$ cat src/rtl/enc_sdm_pkg.sv
// ----------------------------------------------------------------------------
// Encoder speed/direction meter package
// Shared constants, command codes and register indexes for the meter.
// ----------------------------------------------------------------------------
`default_nettype none

package enc_sdm_pkg;

   // Default width of the free-running capture timer.
   localparam int STAMP_WIDTH_DEFAULT = 32;

   // Item command codes.
   localparam int CMD_WIDTH = 2;
   localparam logic [CMD_WIDTH-1:0] CMD_EDGE   = 2'd0;
   localparam logic [CMD_WIDTH-1:0] CMD_TICK   = 2'd1;
   localparam logic [CMD_WIDTH-1:0] CMD_REPORT = 2'd2;
   localparam logic [CMD_WIDTH-1:0] CMD_UNUSED = 2'd3;

   // Result field widths.
   localparam int SCALED_WIDTH = 27;
   localparam int SPEED_WIDTH  = 32;
   localparam int DIR_WIDTH    = 2;

   // Direction codes.
   localparam logic signed [DIR_WIDTH-1:0] DIR_STOP = 2'sd0;
   localparam logic signed [DIR_WIDTH-1:0] DIR_CW   = 2'sd1;
   localparam logic signed [DIR_WIDTH-1:0] DIR_CCW  = -2'sd1;

   // Arithmetic constants.
   localparam int PERIOD_DIVISOR = 60;
   localparam int TICK_WIDTH     = 8;
   localparam logic [TICK_WIDTH-1:0] TICK_MAX = 8'd255;

   // Configuration registers.
   localparam int CSR_INDEX_WIDTH = 1;
   localparam int CSR_DATA_WIDTH  = 32;
   localparam logic [CSR_INDEX_WIDTH-1:0] CSR_SPEED_NUMERATOR = 1'd0;
   localparam logic [CSR_INDEX_WIDTH-1:0] CSR_STALL_LIMIT     = 1'd1;
   localparam logic [TICK_WIDTH-1:0] STALL_LIMIT_RESET = 8'd2;

endpackage

`default_nettype wire

$ cat src/rtl/enc_sdm_if.sv
// ----------------------------------------------------------------------------
// Encoder speed/direction meter channels
// Valid/ready channels for request items and report items.
// ----------------------------------------------------------------------------
`default_nettype none

// Request channel: capture edge, timeout tick or report request.
interface enc_sdm_req_if #(
   parameter int STAMP_WIDTH = enc_sdm_pkg::STAMP_WIDTH_DEFAULT
);
   logic                                 valid;
   logic                                 ready;
   logic [enc_sdm_pkg::CMD_WIDTH-1:0]    cmd;
   logic [STAMP_WIDTH-1:0]               timestamp;
   logic                                 channel_b;

   modport source (output valid, cmd, timestamp, channel_b, input ready);
   modport sink   (input valid, cmd, timestamp, channel_b, output ready);
endinterface

// Report channel: scaled period, speed and direction.
interface enc_sdm_rsp_if;
   logic                                        valid;
   logic                                        ready;
   logic [enc_sdm_pkg::SCALED_WIDTH-1:0]        period_scaled;
   logic [enc_sdm_pkg::SPEED_WIDTH-1:0]         speed;
   logic signed [enc_sdm_pkg::DIR_WIDTH-1:0]    direction;

   modport source (output valid, period_scaled, speed, direction, input ready);
   modport sink   (input valid, period_scaled, speed, direction, output ready);
endinterface

`default_nettype wire

$ cat src/rtl/encoder_speed_direction_meter.sv
// ----------------------------------------------------------------------------
// Encoder speed and direction meter
// Period measurement of a quadrature encoder with one shared bit-serial divider.
// ----------------------------------------------------------------------------
//
//  Channel   Dir  Handshake     Payload
//  req_if    in   valid/ready   cmd, timestamp, channel_b
//  rsp_if    out  valid/ready   period_scaled, speed, direction
//  csr_*     in   write enable  csr_index, csr_wdata
//
//  Edge, tick and unused items complete when accepted. A report runs through
//  accept, shift-add steps and a closing step for period/60, DW divider steps
//  for numerator/period, then one output load. A zero period skips the
//  divider and a stalled report skips both.
//  Reset is synchronous and active high; req_if.ready is low while a report
//  is in progress or while its item waits for the output register.
// ----------------------------------------------------------------------------
`default_nettype none

module encoder_speed_direction_meter #(
   parameter int STAMP_WIDTH = enc_sdm_pkg::STAMP_WIDTH_DEFAULT
) (
   input  wire                                        clock,
   input  wire                                        reset,
   enc_sdm_req_if.sink                                req_if,
   enc_sdm_rsp_if.source                              rsp_if,
   input  wire                                        csr_we,
   input  wire [enc_sdm_pkg::CSR_INDEX_WIDTH-1:0]     csr_index,
   input  wire [enc_sdm_pkg::CSR_DATA_WIDTH-1:0]      csr_wdata
);

   localparam int SW    = STAMP_WIDTH;
   localparam int DW    = (STAMP_WIDTH > 32) ? STAMP_WIDTH : 32;
   localparam int CNT_W = $clog2(DW);
   localparam int SCW   = enc_sdm_pkg::SCALED_WIDTH;
   localparam int SPW   = enc_sdm_pkg::SPEED_WIDTH;
   localparam int TW    = enc_sdm_pkg::TICK_WIDTH;
   localparam int DRW   = enc_sdm_pkg::DIR_WIDTH;

   localparam logic [CNT_W-1:0] CNT_LAST   = CNT_W'(DW - 1);
   localparam logic [DW-1:0]    SCALED_MAX = DW'({SCW{1'b1}});

   // Sequencer states.
   localparam logic [1:0] ST_IDLE  = 2'd0;
   localparam logic [1:0] ST_DIV_P = 2'd1;
   localparam logic [1:0] ST_DIV_S = 2'd2;
   localparam logic [1:0] ST_WAIT  = 2'd3;

   // Configuration registers.
   logic [SPW-1:0] numerator_ff;
   logic [TW-1:0]  stall_limit_ff;

   // Measurement state.
   logic [SW-1:0]            last_stamp_ff, last_stamp_in;
   logic [SW-1:0]            period_ff, period_in;
   logic signed [DRW-1:0]    dir_ff, dir_in;
   logic [TW-1:0]            tick_ff, tick_in;
   logic                     first_edge_ff, first_edge_in;
   logic [SPW-1:0]           held_speed_ff, held_speed_in;

   // Sequencer and shared divider.
   logic [1:0]               state_ff, state_in;
   logic [DW-1:0]            quo_ff, quo_in;
   logic [DW-1:0]            rem_ff, rem_in;
   logic [DW-1:0]            dvs_ff, dvs_in;
   logic [CNT_W-1:0]         cnt_ff, cnt_in;

   // Pending report and output register.
   logic [SCW-1:0]           res_scaled_ff, res_scaled_in;
   logic [SPW-1:0]           res_speed_ff, res_speed_in;
   logic signed [DRW-1:0]    res_dir_ff, res_dir_in;
   logic                     rsp_valid_ff, rsp_valid_in;
   logic [SCW-1:0]           rsp_scaled_ff, rsp_scaled_in;
   logic [SPW-1:0]           rsp_speed_ff, rsp_speed_in;
   logic signed [DRW-1:0]    rsp_dir_ff, rsp_dir_in;

   // Divider step signals.
   logic [DW:0]              trial;
   logic [DW:0]              diff;
   logic [DW-1:0]            step_quo;
   logic [DW-1:0]            step_rem;
   logic                     accept;
   logic                     out_free;

   // Division by 15 step signals.
   logic [DW-1:0]            nib_hi;
   logic [DW-1:0]            div15_quo;

   assign req_if.ready         = (state_ff == ST_IDLE);
   assign accept               = req_if.valid && (state_ff == ST_IDLE);
   assign out_free             = !rsp_valid_ff || rsp_if.ready;
   assign rsp_if.valid         = rsp_valid_ff;
   assign rsp_if.period_scaled = rsp_scaled_ff;
   assign rsp_if.speed         = rsp_speed_ff;
   assign rsp_if.direction     = rsp_dir_ff;

   // Upper part of the running value and the closing quotient for n/15.
   assign nib_hi    = rem_ff >> 4;
   assign div15_quo = quo_ff + DW'(rem_ff[3:0] == 4'hF);

   // One restoring division step: shift in the next dividend bit, subtract
   // the divisor when it fits.
   always_comb begin
      trial = {rem_ff, quo_ff[DW-1]};
      diff  = trial - {1'b0, dvs_ff};
      if (!diff[DW]) begin
         step_rem = diff[DW-1:0];
         step_quo = {quo_ff[DW-2:0], 1'b1};
      end else begin
         step_rem = trial[DW-1:0];
         step_quo = {quo_ff[DW-2:0], 1'b0};
      end
   end

   // Next-state logic for the sequencer, the state and the output register.
   always_comb begin
      last_stamp_in = last_stamp_ff;
      period_in     = period_ff;
      dir_in        = dir_ff;
      tick_in       = tick_ff;
      first_edge_in = first_edge_ff;
      held_speed_in = held_speed_ff;
      state_in      = state_ff;
      quo_in        = quo_ff;
      rem_in        = rem_ff;
      dvs_in        = dvs_ff;
      cnt_in        = cnt_ff;
      res_scaled_in = res_scaled_ff;
      res_speed_in  = res_speed_ff;
      res_dir_in    = res_dir_ff;
      rsp_valid_in  = rsp_valid_ff && !rsp_if.ready;
      rsp_scaled_in = rsp_scaled_ff;
      rsp_speed_in  = rsp_speed_ff;
      rsp_dir_in    = rsp_dir_ff;

      unique case (state_ff)
         ST_IDLE: begin
            if (accept) begin
               unique case (req_if.cmd)
                  enc_sdm_pkg::CMD_EDGE: begin
                     if (first_edge_ff) begin
                        first_edge_in = 1'b0;
                     end else begin
                        period_in = req_if.timestamp - last_stamp_ff;
                     end
                     last_stamp_in = req_if.timestamp;
                     dir_in  = req_if.channel_b ? enc_sdm_pkg::DIR_CW
                                                : enc_sdm_pkg::DIR_CCW;
                     tick_in = '0;
                  end
                  enc_sdm_pkg::CMD_TICK: begin
                     if (tick_ff != enc_sdm_pkg::TICK_MAX) begin
                        tick_in = tick_ff + TW'(1);
                     end
                  end
                  enc_sdm_pkg::CMD_REPORT: begin
                     if (tick_ff >= stall_limit_ff) begin
                        // Stopped: report zeros and re-arm first-edge handling.
                        held_speed_in = '0;
                        first_edge_in = 1'b1;
                        res_scaled_in = '0;
                        res_speed_in  = '0;
                        res_dir_in    = enc_sdm_pkg::DIR_STOP;
                        state_in      = ST_WAIT;
                     end else begin
                        // The period over 60 is the period over 4, then over 15.
                        res_dir_in = dir_ff;
                        quo_in     = '0;
                        rem_in     = DW'(period_ff) >> 2;
                        state_in   = ST_DIV_P;
                     end
                  end
                  enc_sdm_pkg::CMD_UNUSED: begin
                  end
                  default: begin
                  end
               endcase
            end
         end
         ST_DIV_P: begin
            if (nib_hi != '0) begin
               // With n = 16a + b, n/15 = a + (a + b)/15: bank a, go on with a + b.
               quo_in = quo_ff + nib_hi;
               rem_in = nib_hi + DW'(rem_ff[3:0]);
            end else begin
               // Below 16 only the value 15 itself adds one more.
               res_scaled_in = (div15_quo > SCALED_MAX) ? {SCW{1'b1}} : div15_quo[SCW-1:0];
               if (period_ff != '0) begin
                  quo_in   = DW'(numerator_ff);
                  rem_in   = '0;
                  dvs_in   = DW'(period_ff);
                  cnt_in   = CNT_LAST;
                  state_in = ST_DIV_S;
               end else begin
                  // Zero period keeps the last reported speed.
                  res_speed_in = held_speed_ff;
                  state_in     = ST_WAIT;
               end
            end
         end
         ST_DIV_S: begin
            quo_in = step_quo;
            rem_in = step_rem;
            cnt_in = cnt_ff - CNT_W'(1);
            if (cnt_ff == '0) begin
               held_speed_in = step_quo[SPW-1:0];
               res_speed_in  = step_quo[SPW-1:0];
               state_in      = ST_WAIT;
            end
         end
         ST_WAIT: begin
            // Hand the finished item to the output register once it is free.
            if (out_free) begin
               rsp_valid_in  = 1'b1;
               rsp_scaled_in = res_scaled_ff;
               rsp_speed_in  = res_speed_ff;
               rsp_dir_in    = res_dir_ff;
               state_in      = ST_IDLE;
            end
         end
         default: begin
            state_in = ST_IDLE;
         end
      endcase
   end

   // Configuration writes.
   always_ff @(posedge clock) begin
      if (reset) begin
         numerator_ff   <= '0;
         stall_limit_ff <= enc_sdm_pkg::STALL_LIMIT_RESET;
      end else if (csr_we) begin
         unique case (csr_index)
            enc_sdm_pkg::CSR_SPEED_NUMERATOR: numerator_ff   <= csr_wdata[SPW-1:0];
            enc_sdm_pkg::CSR_STALL_LIMIT:     stall_limit_ff <= csr_wdata[TW-1:0];
            default: begin
            end
         endcase
      end
   end

   // Control and measurement state.
   always_ff @(posedge clock) begin
      if (reset) begin
         state_ff      <= ST_IDLE;
         rsp_valid_ff  <= 1'b0;
         last_stamp_ff <= '0;
         period_ff     <= '0;
         dir_ff        <= enc_sdm_pkg::DIR_STOP;
         tick_ff       <= '0;
         first_edge_ff <= 1'b1;
         held_speed_ff <= '0;
      end else begin
         state_ff      <= state_in;
         rsp_valid_ff  <= rsp_valid_in;
         last_stamp_ff <= last_stamp_in;
         period_ff     <= period_in;
         dir_ff        <= dir_in;
         tick_ff       <= tick_in;
         first_edge_ff <= first_edge_in;
         held_speed_ff <= held_speed_in;
      end
   end

   // Divider and result payload registers.
   always_ff @(posedge clock) begin
      quo_ff        <= quo_in;
      rem_ff        <= rem_in;
      dvs_ff        <= dvs_in;
      cnt_ff        <= cnt_in;
      res_scaled_ff <= res_scaled_in;
      res_speed_ff  <= res_speed_in;
      res_dir_ff    <= res_dir_in;
      rsp_scaled_ff <= rsp_scaled_in;
      rsp_speed_ff  <= rsp_speed_in;
      rsp_dir_ff    <= rsp_dir_in;
   end

endmodule

`default_nettype wire
$ cat src/flat_wrapper.sv
// flat-port wrapper written by rule: the top's interface ports become plain ports
module encoder_speed_direction_meter_flat 
#(
   parameter int STAMP_WIDTH = enc_sdm_pkg::STAMP_WIDTH_DEFAULT
)
  (clock, reset, csr_we, csr_index, csr_wdata, req_if_valid, req_if_cmd, req_if_timestamp, req_if_channel_b, req_if_ready, rsp_if_valid, rsp_if_period_scaled, rsp_if_speed, rsp_if_direction, rsp_if_ready);
  enc_sdm_req_if #(.STAMP_WIDTH(STAMP_WIDTH)) req_if_i ();
  enc_sdm_rsp_if rsp_if_i ();
  input  wire clock;
  input  wire reset;
  input  wire csr_we;
  input  wire [enc_sdm_pkg::CSR_INDEX_WIDTH-1:0] csr_index;
  input  wire [enc_sdm_pkg::CSR_DATA_WIDTH-1:0] csr_wdata;
  input wire logic [$bits(req_if_i.valid)-1:0] req_if_valid;
  input wire logic [$bits(req_if_i.cmd)-1:0] req_if_cmd;
  input wire logic [$bits(req_if_i.timestamp)-1:0] req_if_timestamp;
  input wire logic [$bits(req_if_i.channel_b)-1:0] req_if_channel_b;
  output wire logic [$bits(req_if_i.ready)-1:0] req_if_ready;
  output wire logic [$bits(rsp_if_i.valid)-1:0] rsp_if_valid;
  output wire logic [$bits(rsp_if_i.period_scaled)-1:0] rsp_if_period_scaled;
  output wire logic [$bits(rsp_if_i.speed)-1:0] rsp_if_speed;
  output wire logic [$bits(rsp_if_i.direction)-1:0] rsp_if_direction;
  input wire logic [$bits(rsp_if_i.ready)-1:0] rsp_if_ready;
  assign req_if_i.valid = req_if_valid;
  assign req_if_i.cmd = req_if_cmd;
  assign req_if_i.timestamp = req_if_timestamp;
  assign req_if_i.channel_b = req_if_channel_b;
  assign req_if_ready = req_if_i.ready;
  assign rsp_if_valid = rsp_if_i.valid;
  assign rsp_if_period_scaled = rsp_if_i.period_scaled;
  assign rsp_if_speed = rsp_if_i.speed;
  assign rsp_if_direction = rsp_if_i.direction;
  assign rsp_if_i.ready = rsp_if_ready;
  encoder_speed_direction_meter #(.STAMP_WIDTH(STAMP_WIDTH)) u_core (.clock(clock), .reset(reset), .req_if(req_if_i), .rsp_if(rsp_if_i), .csr_we(csr_we), .csr_index(csr_index), .csr_wdata(csr_wdata));
endmodule
$ cat config.mk
export PLATFORM = sky130hd
export DESIGN_NAME = encoder_speed_direction_meter_flat
export DESIGN_NICKNAME = d
export VERILOG_FILES = /design/src/rtl/enc_sdm_pkg.sv /design/src/rtl/enc_sdm_if.sv /design/src/rtl/encoder_speed_direction_meter.sv /design/src/flat_wrapper.sv
export SDC_FILE = /design/constraint.sdc
export NUM_CORES = 1
export LEC_CHECK = 0
export ABC_CLOCK_PERIOD_IN_PS = 36800
export BUFFER_PORTS_ARGS = -buffer_cell sky130_fd_sc_hd__clkbuf_2
export CAP_MARGIN = 20
export CORE_MARGIN = 4
export CORE_UTILIZATION = 30
export DETAILED_ROUTE_END_ITERATION = 16
export PLACE_DENSITY_LB_ADDON = 0.25
export SLEW_MARGIN = 15
export SYNTH_ARGS = -nofsm -noshare
export SYNTH_HDL_FRONTEND = slang
export SYNTH_SLANG_ARGS = --single-unit
export TNS_END_PERCENT = 100
$ cat constraint.sdc
create_clock -name clock -period 36.8 [get_ports clock]
set_clock_uncertainty 0.15 [all_clocks]
set_input_delay 5.52 -clock clock [delete_from_list [all_inputs] [get_ports clock]]
set_output_delay 5.52 -clock clock [all_outputs]
set_load 0.03 [all_outputs]
# After elaboration in Yosys (flattened, before gate mapping)
# Cells that the tools add are included.
# totals
reg_bits	373
# op_classes
mux	46
n_eq_ne	19
add_sub_neg	7
reduce_logical	31
n_lt_le_gt_ge	2
bitwise_logic	3
# ops
operator	n
32-bit 2-to-1 mux	17
32-bit case mux with 3 select lines	3
27-bit 2-to-1 mux	5
32-bit case mux with 2 select lines	1
32-bit nonzero test	2
27-bit case mux with 2 select lines	1
33-bit by 32-bit subtractor with 33-bit output	1
32-bit by 1-bit adder with 32-bit output	1
32-bit by 28-bit adder with 32-bit output	1
32-bit by 27-bit > comparator with 1-bit output (second input constant)	1
32-bit subtractor	1
28-bit by 4-bit adder with 29-bit output	1
5-bit AND reduction	4
2-bit by 1-bit inequality test with 1-bit output (second input constant)	8
8-bit case mux with 2 select lines	1
2-bit 2-to-1 mux	7
3-bit AND reduction	4
4-bit AND reduction	3
5-bit 2-to-1 mux	2
5-bit case mux with 2 select lines	1
2-bit nonzero test	5
8-bit by 1-bit adder with 8-bit output (second input constant)	1
8-bit greater-or-equal comparator	1
8-bit 2-to-1 mux	1
19 further kinds	35

# Logic depth before layout (Yosys ltp)
# Gate-level depths: netlist of run 1.
# depth
depth_word	6
depth_mapped	14

# Worst setup path after synthesis of run 1
# Ideal clock, no wire load.
# synth_path
path_kind	input to register
startpoint	input req_if_cmd[0]
endpoint	register u_core.quo_ff[0] (enable)
arrival_time_ps	15853
slack_ps	19970
path_stages	3
setup_ps	827
path_buffers	1
cell_sequence	clkbuf_1 > o21a_1 > a2111oi_0
# synth_via
elab_chain_cells	3
# synth_rtl
item	line_no	rtl
start: declaration	flat_wrapper.sv:15	input wire logic [$bits(req_if_i.cmd)-1:0] req_if_cmd;
2-bit equality test	encoder_speed_direction_meter.sv:139	unique case (req_if.cmd)
2-bit by 1-bit inequality test with 1-bit output (no line)	n/a	
5-bit AND reduction (no line)	n/a	
end signal: assignment	encoder_speed_direction_meter.sv:267	quo_ff <= quo_in;
end: declaration	encoder_speed_direction_meter.sv:63	logic [DW-1:0] quo_ff, quo_in;
# No other way between the ends.
# A chain may end at the register's enable or synchronous reset.

# Worst setup path in the final report of run 1
# layout_path
startpoint	input req_if_timestamp[1]
endpoint	register u_core.period_ff[29]
# layout_via
elab_chain_cells	1
# layout_rtl
item	line_no	rtl
start: declaration	flat_wrapper.sv:16	input wire logic [$bits(req_if_i.timestamp)-1:0] req_if_timestamp;
32-bit subtractor	encoder_speed_direction_meter.sv:144	period_in = req_if.timestamp - last_stamp_ff;
end signal: assignment	encoder_speed_direction_meter.sv:257	period_ff <= period_in;
end: declaration	encoder_speed_direction_meter.sv:55	logic [SW-1:0] period_ff, period_in;
# No other way between the ends.

==> results.yml, run 1 <==
floorplanning:
  fp.dieArea_um2: 73730
  die_y_um: 271.5
  die_x_um: 271.5
  core_um2: 68710
  start_util_pct: 30.33
  rows: 96
  ios: 136
drt:
  wl_um: 59050
  vias: 16800
  dr.pass1.iters: 8
  ant_nets: 0
  routedWlPerCell_um: 17.96
  drc: 0
  highest_layer: "met4"
  routed_via_density: 5.108
  dr_wl_met2_um: 26090
  drtIter0Drc: 1206
  wl_met3_um: 3489
  wl_met1_um: 27930
clock_tree:
  htree_levels: 2
  cts_buffer_depth: 3
  post_cts_buffers: 0
  ctsResizeCount: 0
  clock-sinks: 373
  cts_made_buffers: 44
  path_clk_slew_ns: 0.06
  cts_tree: "built"
  ctsHoldBuffers: 0
  clk_latency_ns: 0.60
  cts.root.buffer_cell: "clkbuf_16"
layout:
  mostFrequentLayoutCell: "nand2_1"
  syn_to_final_growth_pct: 15.23
  final_nets: 2510
  drive_gt1_share_pct: 11.24
  antenna_cells: 0
  final_cells: 3288
  fin_area_um2: 24010
  layout_common_cells: "nand2_1 (337), a21oi_1 (243), edfxtp_1 (223), dfxtp_1 (150), nor2_1 (135)"
timing:
  rsz0062_at_grt: "no"
  hold_slack_ns: 0.2533
  min_period_ns: 8.009
  fmax_mhz: 124.9
  min_period_over_period_pct: 21.76
  hold_viol: 0
  worstMarginPinSlew_ns: 1.042
  final_max_slew_viol_count: 0
  finalSetupTns_ns: 0
  setup_violations: 0
  slew_headroom_pct: 30.33
setup_path:
  crit_path_end_kind: "flop"
  cp.depth: 11
  path_buf_inv: 1
  r2r_end: "u_core.rem_ff[12]"
  crit_type: "in2reg"
  crit_path_start_kind: "primary input"
  max_stage_delay_ns: 0.60
  cp_slowest_cell: "o31ai_1"
  crit-reg2reg-launch: "u_core.quo_ff[31]"
  reg2reg_slack_ns: 32.38
  cp_data_required_time_ns: 37.14
  cp_cell_sequence: "clkbuf_2 > ha_1 > nor2b_1 > o31ai_1 > a2111oi_4 > o311ai_1 > a211oi_1 > a221oi_1 > xnor2_1 > nand2_1 > a21oi_1"
  worst-r2r-cell-count: 14
  critPathTopFamily: "compound AO/OA/AOI/OAI gates"
  crit_arrival_ns: 8.35
  cp_max_fo: 4
power_and_ir_drop:
  leakagePower_nw: 8.808
  ir_drop_v: 0.00005305
  powerDensity_nw_per_um2: 78.46
yosys:
  yosysSeqAreaShare_pct: 46.55
  synth-edff-count: 223
  syn_avg_cell_area_um2: 9.310
  synthCells: 2238
  yosys_warnings: 0
  synth_cell_types: 82
  synthArstFlopShare_pct: 0
  synth-seq-cells: 373
  yosysTopAreaCellShare_pct: 32.14
  yosysTopAreaCell: "edfxtp_1"
  synthFlopType: "edfxtp_1"
  synth_nets: 2426
  synth.area.top_cells: "edfxtp_1 (32%), dfxtp_1 (14%), ha_1 (6.7%), nand2_1 (6.1%), a21oi_1 (5.9%)"
  synth_area_um2: 20840
hold_path:
  hold_path_depth: 0
  hold_class: "reg2reg"
  hold_end: "u_core.rsp_if.period_scaled[10]"
  hp-start: "u_core.res_scaled_ff[10]"
global_route:
  grt_pass1_vias: 16600
  overflow: 0
  grt_max_degree: 79
  grt_usage_pct: 15.62
  antenna_found_initial: 1
  grt_first_pass_wirelength_um: 93290
place:
  gp_congestion: 0.9286
  place_inst: 3207
  place_area_um2: 22410
  port-buffer-count: 135
  hpwl_um: 42380
outcome:
  status: "complete, no violations"
job:
  drv_cap: 0
## metal layers
metal / GRT usage (%) / vias to the layer above
li1: - / 8230
met1: 21.83 / 8010
met2: 24.81 / 458
met4: 4.680 / 0
met5: 0 / -
met3: 2.696 / 97
## state kept, by name, indices dropped and copies added, names as in the netlist, 32 cells and up
name	cells
u_core.dvs_ff	32
u_core.held_speed_ff	32
u_core.last_stamp_ff	32
u_core.numerator_ff	32
u_core.period_ff	32
u_core.quo_ff	32
u_core.rem_ff	32
u_core.res_speed_ff	32
u_core.rsp_if.speed	32
## per-stage QoR
step           utilization (%)  setup slack [ns]  power, mW
2_1_floorplan                -             19.97      1.197
3_3_place_gp             32.61             28.15      1.392
3_5_place_dp             32.61             28.14      1.406
4_1_cts                  34.94             28.75      1.892
5_1_grt                  34.95             28.58      2.003
6_report                 34.95             28.79      1.884
## worst max-delay path by stage
stage	from	to	slack (ns)
2_1_floorplan	req_if_cmd[0]	u_core.quo_ff[0]	19.97
3_3_place_gp	req_if_timestamp[1]	u_core.period_ff[29]	28.15
3_5_place_dp	req_if_timestamp[1]	u_core.period_ff[29]	28.14
4_1_cts	req_if_timestamp[1]	u_core.period_ff[29]	28.75
5_1_grt	req_if_timestamp[1]	u_core.period_ff[29]	28.58
6_report	req_if_timestamp[1]	u_core.period_ff[29]	28.79
## report_power, final
group / leakage [nW] / internal [mW] / switching [mW]
Sequential: 3.26 / 0.552 / 0.107
Combinational: 4.78 / 0.271 / 0.476
Clock: 0.774 / 0.290 / 0.188
## Yosys cell counts, types with 17 or more instances
cell	instances
nand2b_1	17
mux2i_1	26
a21o_1	46
inv_1	114
o21ai_0	75
clkbuf_1	94
edfxtp_1	223
o221ai_1	21
a21oi_1	244
nand2_1	337
nor4_1	21
ha_1	111
a22oi_1	35
nand3_1	99
xor2_1	50
and3_1	23
xnor2_1	79
o21a_1	29
dfxtp_1	150
a211oi_1	18
nor2_1	137
nand4_1	17
nor2b_1	23
nor3_1	19
a31oi_1	17
a21boi_0	32
## area by class of cell
class / count / area, µm²
repair buffers: 158 / 850.8
well taps: 931 / 1165
clock buffers: 48 / 1137
inverters: 116 / 436.7
multi-input cells: 1629 / 10260
fillers: 7098 / 44700
clock inverters: 33 / 460.4
flip-flops and latches: 373 / 9699
## kinds of logic (layout without fill, tap and decap cells)
group | after synthesis | count (layout) | share of synthesized area [%]
AND/OR/NAND/NOR | 741 | 741 | 16.15
AO/OA/AOI/OAI | 615 | 615 | 18.92
flip-flops | 373 | 373 | 46.55
buffers and inverters | 236 | 355 | 4.426
XOR/XNOR | 130 | 130 | 5.555
adder cells (fa/ha/maj) | 115 | 115 | 7.050
multiplexers | 28 | 28 | 1.357
Note: power is estimated with default switching activity, not from simulation.
==> run 2, diff against run 1 <==
--- a/config.mk
+++ b/config.mk
@@ -5,7 +5,7 @@
 export SDC_FILE = /design/constraint.sdc
 export NUM_CORES = 1
 export LEC_CHECK = 0
-export ABC_CLOCK_PERIOD_IN_PS = 36800
+export ABC_CLOCK_PERIOD_IN_PS = 7720
 export BUFFER_PORTS_ARGS = -buffer_cell sky130_fd_sc_hd__clkbuf_2
 export CAP_MARGIN = 20
 export CORE_MARGIN = 4
==> constraint.sdc (replaced) <==
create_clock -name clock -period 7.72 [get_ports clock]
set_clock_uncertainty 0.15 [all_clocks]
set_input_delay 1.158 -clock clock [delete_from_list [all_inputs] [get_ports clock]]
set_output_delay 1.158 -clock clock [all_outputs]
set_load 0.03 [all_outputs]
==> run 2 against run 1 <==
Net effect:
- worst hold slack better by 0.0068 ns
- global-route usage down 0.21 points
- wire length shrank 0.53%
- via count increased by 0.42%
- first-iteration DRC count shrank 6.3%
- critical path type is now reg2reg
==> results.yml, run 2 (synthesis gave the netlist of run 1 again) <==
timing:
  finalSetupTns_ns: 0
  worstMarginPinSlew_ns: 1.014
  setup_ws_ns: 3.346
  slew_headroom_pct: 32.21
  setup_violations: 0
  fmax_mhz: 228.6
  rsz0062_at_grt: "no"
  min_period_ns: 4.374
  min_period_over_period_pct: 56.66
  hold_viol: 0
  final_max_slew_viol_count: 0
floorplanning:
  core_um2: 68710
  fp.dieArea_um2: 73730
  die_y_um: 271.5
  die_x_um: 271.5
  start_util_pct: 30.33
  rows: 96
  ios: 136
layout:
  layout_common_cells: "nand2_1 (337), a21oi_1 (243), edfxtp_1 (223), dfxtp_1 (150), nor2_1 (135)"
  antenna_cells: 0
  multi_input_area_um2: 10280
  register_area_um2: 9699
  syn_to_final_growth_pct: 15.35
  drive_gt1_share_pct: 11.40
  mostFrequentLayoutCell: "nand2_1"
  fin_area_um2: 24040
  nFillCells: 7117
  final_nets: 2511
clock_tree:
  path_clk_slew_ns: 0.07
  ctsResizeCount: 0
  post_cts_buffers: 0
  htree_levels: 2
  clk_latency_ns: 0.59
  cts.root.buffer_cell: "clkbuf_16"
  cts_buffer_depth: 3
  ctsHoldBuffers: 0
  cts_tree: "built"
  cts_made_buffers: 44
  clock-sinks: 373
setup_path:
  crit-reg2reg-launch: "u_core.quo_ff[31]"
  crit_path_end_kind: "flop"
  cp_data_required_time_ns: 7.88
  r2r_end: "u_core.rem_ff[21]"
  crit_path_start_kind: "flop"
  cp_max_fo: 33
  reg2reg_slack_ns: 3.35
  crit_type: "reg2reg"
  worst-r2r-cell-count: 14
  crit_arrival_ns: 4.54
hold_path:
  hold_path_depth: 0
  hold_end: "u_core.rsp_if.period_scaled[8]"
  hold_class: "reg2reg"
  hp-start: "u_core.res_scaled_ff[8]"
power_and_ir_drop:
  powerDensity_nw_per_um2: 371.9
  finalPower_mw: 8.940
  leakagePower_nw: 8.819
  ir_drop_v: 0.0001842
global_route:
  grt_usage_pct: 15.41
  overflow: 0
  grt_pass1_vias: 16400
  grt_first_pass_wirelength_um: 92320
  grt_max_degree: 93
  antenna_found_initial: 1
drt:
  drc: 0
  routed_via_density: 5.126
  drtIter0Drc: 1130
  routedWlPerCell_um: 17.85
  wl_um: 58740
  dr.pass1.iters: 6
  vias: 16870
  ant_nets: 0
place:
  dp_slack_ns: 3.409
  gp_congestion: 0.9456
  place_area_um2: 22430
  port-buffer-count: 135
  hpwl_um: 42130
job:
  drv_cap: 0
outcome:
  status: "complete, no violations"
## run 2: changes by cell type in the layout (fill, tap and decap cells not counted), sizes merged
cell | previous run | this run
buf | 24 | 25
clkinv | 20 | 18
clkbuf | 182 | 188
bufinv | 9 | 6
## run 2: layout make-up
type,instances,area share (%)
Clock inverter,28,1.541
Sequential cell,373,40.35
Tap cell,931,4.846
Timing Repair Buffer,159,3.602
Clock buffer,54,5.086
Inverter,116,1.817
Multi-Input combinational cell,1629,42.75
## run 2: worst max path at each step
stage	start	cells after the start	slack [ns]	end
after floorplan	u_core.rem_ff[10]	6	1.13	u_core.res_scaled_ff[0]
after global placement	u_core.quo_ff[31]	14	3.48	u_core.rem_ff[10]
after detailed placement	req_if_timestamp[1]	11	3.41	u_core.period_ff[29]
after CTS	u_core.quo_ff[31]	14	3.39	u_core.rem_ff[21]
after global routing	u_core.quo_ff[31]	14	3.11	u_core.rem_ff[21]
final	u_core.quo_ff[31]	14	3.35	u_core.rem_ff[21]
## run 2: power by group
part / switching, mW / internal, mW
Clock: 0.897 / 1.35
Sequential: 0.507 / 2.63
Combinational: 2.26 / 1.29
Total: 3.66 / 5.28
## run 2: critical path, stage by stage (launching register included)
cell	delay, ns
edfxtp_1	0.54
inv_1	0.11
ha_1	0.18
inv_1	0.07
fa_1	0.40
a21oi_1	0.32
o221ai_1	0.23
a211o_1	0.30
and3_4	0.19
a41oi_2	0.32
xnor2_4	0.27
buf_4	0.49
mux2i_1	0.25
o221ai_1	0.13
o21a_1	0.15
## run 2: through the flow
| step | utilization, % | hold WS [ns] | std cells |
|---|---|---|---|
| after global placement | 32.64 | 0.2533 | 3207 |
| final | 34.98 | 0.2602 | 3290 |
| after floorplan | - | 0.2503 | 2238 |
| after global routing | 34.98 | 0.2675 | 3290 |
| after CTS | 34.96 | 0.2604 | 3289 |
| after detailed placement | 32.64 | 0.2545 | 3207 |
## run 2: per-layer routing
metal	GRT usage (%)	vias up	wire, µm
met2	24.46	477	26220
met4	3.736	0	1172
li1	-	8265	-
met1	21.84	8038	27850
met5	0	-	0
met3	2.758	85	3489
